===== src/rtl/m3mv_pkg.sv =====
// Shared types and constants for the mod-3 matrix times binary vector block.
// Stream field layout, operation codes, sequencer states, accumulator control and the mod-3 add.
// No dependencies.
package m3mv_pkg;

  localparam int COLUMNS_DEF = 256;
  localparam int ROWS_DEF    = 81;
  localparam int WORD_BITS   = 64;
  localparam int VEC_BITS    = 256;
  localparam int HIGH_BITS   = 17;
  localparam int COL_BITS    = 8;

  // input item layout in s_axis_tdata
  localparam int COL_LSB   = 0;
  localparam int HALF_LSB  = COL_LSB + COL_BITS;
  localparam int TWOS_LSB  = HALF_LSB + 1;
  localparam int ONES_LSB  = TWOS_LSB + WORD_BITS;
  localparam int VEC_LSB   = ONES_LSB + WORD_BITS;
  localparam int S_USED    = VEC_LSB + VEC_BITS;
  localparam int S_TDATA_W = ((S_USED + 7) / 8) * 8;

  // result item layout in m_axis_tdata
  localparam int RTL_LSB   = 0;
  localparam int RTH_LSB   = RTL_LSB + WORD_BITS;
  localparam int ROL_LSB   = RTH_LSB + HIGH_BITS;
  localparam int ROH_LSB   = ROL_LSB + WORD_BITS;
  localparam int M_USED    = ROH_LSB + HIGH_BITS;
  localparam int M_TDATA_W = ((M_USED + 7) / 8) * 8;

  typedef enum logic {
    OP_LOAD = 1'b0,
    OP_EVAL = 1'b1
  } opcode_t;

  typedef enum logic [1:0] {
    ST_IDLE,
    ST_WALK,
    ST_FLUSH,
    ST_DONE
  } state_t;

  typedef struct packed {
    logic clear;
    logic en;
    logic sel;
  } acc_ctrl_t;

  // bit-sliced mod-3 sum; twos plane m, ones plane l; returns {twos, ones}
  function automatic logic [2*WORD_BITS-1:0] trit_add(
    input logic [WORD_BITS-1:0] m1,
    input logic [WORD_BITS-1:0] l1,
    input logic [WORD_BITS-1:0] m2,
    input logic [WORD_BITS-1:0] l2
  );
    logic [WORD_BITS-1:0] t;
    t = (l1 | m2) ^ (l2 | m1);
    return {(l1 | l2) ^ t, (m1 | m2) ^ t};
  endfunction

endpackage


===== src/rtl/m3mv_accum.sv =====
// Mod-3 row accumulator for both row halves, one column added per enabled cycle.
// Depends on m3mv_pkg.
module m3mv_accum (
  input  logic                                clk,
  input  m3mv_pkg::acc_ctrl_t                 ctrl,
  input  logic [2*m3mv_pkg::WORD_BITS-1:0]    lo_col,
  input  logic [2*m3mv_pkg::WORD_BITS-1:0]    hi_col,
  output logic [m3mv_pkg::WORD_BITS-1:0]      twos_lo,
  output logic [m3mv_pkg::WORD_BITS-1:0]      twos_hi,
  output logic [m3mv_pkg::WORD_BITS-1:0]      ones_lo,
  output logic [m3mv_pkg::WORD_BITS-1:0]      ones_hi
);

  localparam int W = m3mv_pkg::WORD_BITS;

  logic [W-1:0]   sel_mask;
  logic [2*W-1:0] sum_lo;
  logic [2*W-1:0] sum_hi;

  // column words are {ones, twos}
  assign sel_mask = {W{ctrl.sel}};
  assign sum_lo = m3mv_pkg::trit_add(twos_lo, ones_lo,
                                     lo_col[W-1:0] & sel_mask, lo_col[2*W-1:W] & sel_mask);
  assign sum_hi = m3mv_pkg::trit_add(twos_hi, ones_hi,
                                     hi_col[W-1:0] & sel_mask, hi_col[2*W-1:W] & sel_mask);

  always_ff @(posedge clk) begin
    if (ctrl.clear) begin
      twos_lo <= '0;
      ones_lo <= '0;
      twos_hi <= '0;
      ones_hi <= '0;
    end else if (ctrl.en) begin
      twos_lo <= sum_lo[2*W-1:W];
      ones_lo <= sum_lo[W-1:0];
      twos_hi <= sum_hi[2*W-1:W];
      ones_hi <= sum_hi[W-1:0];
    end
  end

endmodule


===== config.mk =====
export PLATFORM = sky130hd
export DESIGN_NAME = m3mv_accum
export DESIGN_NICKNAME = d
export VERILOG_FILES = /design/src/rtl/m3mv_pkg.sv /design/src/rtl/m3mv_accum.sv
export SDC_FILE = /design/constraint.sdc
export NUM_CORES = 1
export LEC_CHECK = 0
export BUFFER_PORTS_ARGS = -buffer_cell sky130_fd_sc_hd__clkbuf_2
export CORE_MARGIN = 5
export CORE_UTILIZATION = 45
export DETAILED_ROUTE_END_ITERATION = 6
export PLACE_DENSITY = 0.72
export SLEW_MARGIN = 20
export SYNTH_ARGS = -nofsm -noshare
export SYNTH_HDL_FRONTEND = slang
export SYNTH_SLANG_ARGS = --single-unit

===== constraint.sdc =====
create_clock -name clk -period 4 [get_ports clk]
set_clock_uncertainty 0.15 [all_clocks]
set_input_delay 0.2 -clock clk [delete_from_list [all_inputs] [get_ports clk]]
set_output_delay 0.2 -clock clk [all_outputs]
set_load 0.01 [all_outputs]

==> flow_summary_export.csv <==
group,metric,value,unit
clocking,cts_buffers,31,
power_and_ir_drop,seqPwrFrac,0.393,
setup_path,r2r_end,"ones_lo[23]",
grt,grt_first_pass_wirelength,109,mm
setup_path,crit_arrival,3.10,ns
synth,syn-cell-area,0.0163,mm2
clocking,cts_setup_buffers,0,
synth,ys_seq_area_frac,0.315,
timing,slew_headroom,0.380,
run_status,violations,"DRC",
timing,fin_crit,2.80,ns
timing,drv_slew,0,
floorplanning,coreArea,0.0357,mm2
timing,fin_crit_sh,0.701,
setup_path,r2r_slack,1.57,ns
power_and_ir_drop,p_switching,0.00230,W
setup_path,reg2reg_from,"twos_lo[23]",
clocking,clk_path_buf_depth,3,
synth,synth_top_cell_by_area,"dfxtp_1",
routing,post_drt_wl_per_cell,20.0,um
setup_path,cp-start-kind,"input pin",
synth,synth_top_area_frac,0.315,
synth,postSynthAreaPerCell,8.01,um2
cells_and_area,n_fill_cell,2710,
routing,drcViolationCount,2,
setup_path,cp-end-kind,"register",
cells_and_area,regArea,0.00512,mm2
clocking,hold_buffers,424,
cells_and_area,nets,3151,
grt,grt-ovfl-total,0,
setup_path,cp_max_fo,117,
setup_path,r2r_cells,4,
synth,yosys_warnings,0,
routing,wl,67.5,mm
setup_path,crit_start,"ctrl[0]",
routing,vias,21300,
cells_and_area,drive_gt1_frac,0.199,
grt,grtUsageTotal,0.314,
clocking,post_cts_resized,0,
cells_and_area,area_growth,49.0,%
timing,worst_pin_slew,0.929,ns
floorplanning,rows,69,
clocking,cts_tree,"done",
timing,fin_setup_tns,0,ns
routing,ant_nets,0,
grt,antenna_found_initial,2,
place,postPlaceCellArea,0.0190,mm2
clocking,cts.sinks,256,
run_status,status,"finished with violations",
place,place.port_buffers,515,
setup_path,critPathKind,"input pin to register",
cells_and_area,multi_input_area,0.00955,mm2
timing,fmax,0.357,GHz
place,dpl.hpwl,39.8,mm
timing,setup_viol,0,
place,finalWeightedCongestion,0.873,
timing,rsz0062_at_grt,"no",
job,max_cap_viol_count,0,
timing,setup_slack,1.20,ns
power_and_ir_drop,leakage,9.11,nW
power_and_ir_drop,internal_power,0.00515,W
power_and_ir_drop,ir_drop,0.324,mV
floorplanning,io_pins,516,
routing,firstDrtPassIters,7,
power_and_ir_drop,combPwrFrac,0.236,
floorplanning,die_x,200,um
floorplanning,die_h,200,um
synth,ys_types,22,
hold_path,hold_path_class,"input pin to register",
grt,grt_max_degree,149,
synth,syn_inst,2031,
clocking,clkTransAtPathRegs,0.06,ns
power_and_ir_drop,p_per_area,307,mW/mm2
routing,via_per_inst,6.30,
floorplanning,start_util,0.456,
synth,synth_nets,2291,
setup_path,worstPathRequired,4.29,ns
clocking,cts_root_buf,"clkbuf_16",
power_and_ir_drop,power.share.clock,0.372,
clocking,clock_latency,0.56,ns
power_and_ir_drop,switching_share,0.309,
synth,synth_area_leaders,"dfxtp_1 (31%), a2111oi_0 (7.1%), o221ai_1 (6.9%), nand4b_1 (6.9%), a221oi_1 (6.8%)",
routing,drt_iter0_markers,1490,
grt,grt_pass1_vias,21300,
setup_path,critPathCapture,"ones_hi[7]",
floorplanning,design.die.area,0.0401,mm2
clocking,htree_levels,1,
timing,hold_viol_final,0,
place,dp_worst_setup_slack,1.60,ns
timing,whs,0.107,ns
synth,ys_ff_latch,256,
cells_and_area,finish.instance_area,0.0242,mm2
-- cell usage in the layout (no fill, tap or decap), drive strengths merged --
cell | netlist | final
diode | 0 | 3
inv | 257 | 258
buf | 84 | 18
nand2b | 108 | 108
a221oi | 127 | 127
a21oi | 108 | 108
nand2 | 129 | 129
clkbuf | 44 | 561
a2111oi | 149 | 149
and2 | 1 | 1
o221ai | 129 | 129
o31ai | 106 | 106
dlygate4sd3 | 0 | 424
nand3b | 128 | 128
nand4b | 128 | 128
dfxtp | 256 | 256
clkinv | 0 | 5
o21ai | 149 | 149
bufinv | 0 | 1
nor3 | 128 | 128
-- metal layers --
layer / up-vias / GRT usage / part of all wire
met5: - / 0 / 0
met4: 0 / 0.176 / 0.061
met3: 307 / 0.0741 / 0.089
met2: 1227 / 0.534 / 0.47
met1: 10000 / 0.364 / 0.38
li1: 9728 / - / -
-- critical path: stages --
cell	delay [ns]
clkbuf_8	0.37
buf_12	0.43
nand2_1	0.11
a2111oi_0	0.49
dlygate4sd3_1	0.63
nor3_1	0.07
dlygate4sd3_1	0.58
-- synth_stat cells --
master and instances:
nor3_1 128, nand3b_1 128, nand2b_1 108, a21oi_1 108
clkbuf_1 44, inv_2 1, o21ai_0 64, buf_2 58
dfxtp_1 256, o221ai_1 129, a2111oi_0 132, and2_1 1
buf_6 4, buf_4 16, nand2_1 129, buf_1 6
nand4b_1 128, a221oi_1 127, inv_1 256, a2111oi_1 17
o31ai_1 106, o21ai_1 85
-- worst min-delay path by stage --
stage           startpoint     endpoint  cells past startpoint  slack [ns]
6_report           ctrl[1]  twos_lo[34]                      4        0.11
5_1_grt            ctrl[1]  twos_lo[38]                      4        0.13
4_1_cts            ctrl[1]  twos_lo[32]                      4        0.07
3_5_place_dp   ones_lo[27]  twos_lo[27]                      2        0.35
3_3_place_gp   ones_lo[27]  twos_lo[27]                      2        0.34
2_1_floorplan   lo_col[91]  twos_lo[27]                      2        0.26
-- registers in the layout, indices dropped and copies added, names as in the netlist --
register,count
ones_lo,64
twos_lo,64
twos_hi,64
ones_hi,64
-- logic make-up after synthesis --
logic type | count (synthesis) | synth area share
AOI/OAI and AO/OA | 768 | 0.347
buffers and inverters | 385 | 0.0988
DFF | 256 | 0.315
and+or+nand+nor | 622 | 0.239
-- power by group through the flow --
stage               clock network [W]  logic [W]  registers, W
floorplan                           0   0.000703       0.00300
finish                        0.00277    0.00175       0.00292
detailed placement                  0    0.00134       0.00296
global route                  0.00292    0.00189       0.00295
global placement                    0    0.00130       0.00295
CTS                           0.00281    0.00169       0.00291
-- through the flow --
step	power (W)	util	instances
6_report	0.00744	0.680	3377
5_1_grt	0.00775	0.680	3377
4_1_cts	0.00741	0.680	3374
3_5_place_dp	0.00430	0.533	2895
3_3_place_gp	0.00425	0.533	2895
2_1_floorplan	0.00370	-	2031
-- area by class of cell --
cell class | instances | share of cell area
diodes | 3 | 0.000310
clock buffers | 48 | 0.0375
clock inverters | 7 | 0.00274
inverters | 257 | 0.0401
multi-input cells | 1390 | 0.394
flip-flops and latches | 256 | 0.211
well taps | 461 | 0.0238
repair buffers | 955 | 0.290
No activity file was read; power rests on OpenSTA's default activity.
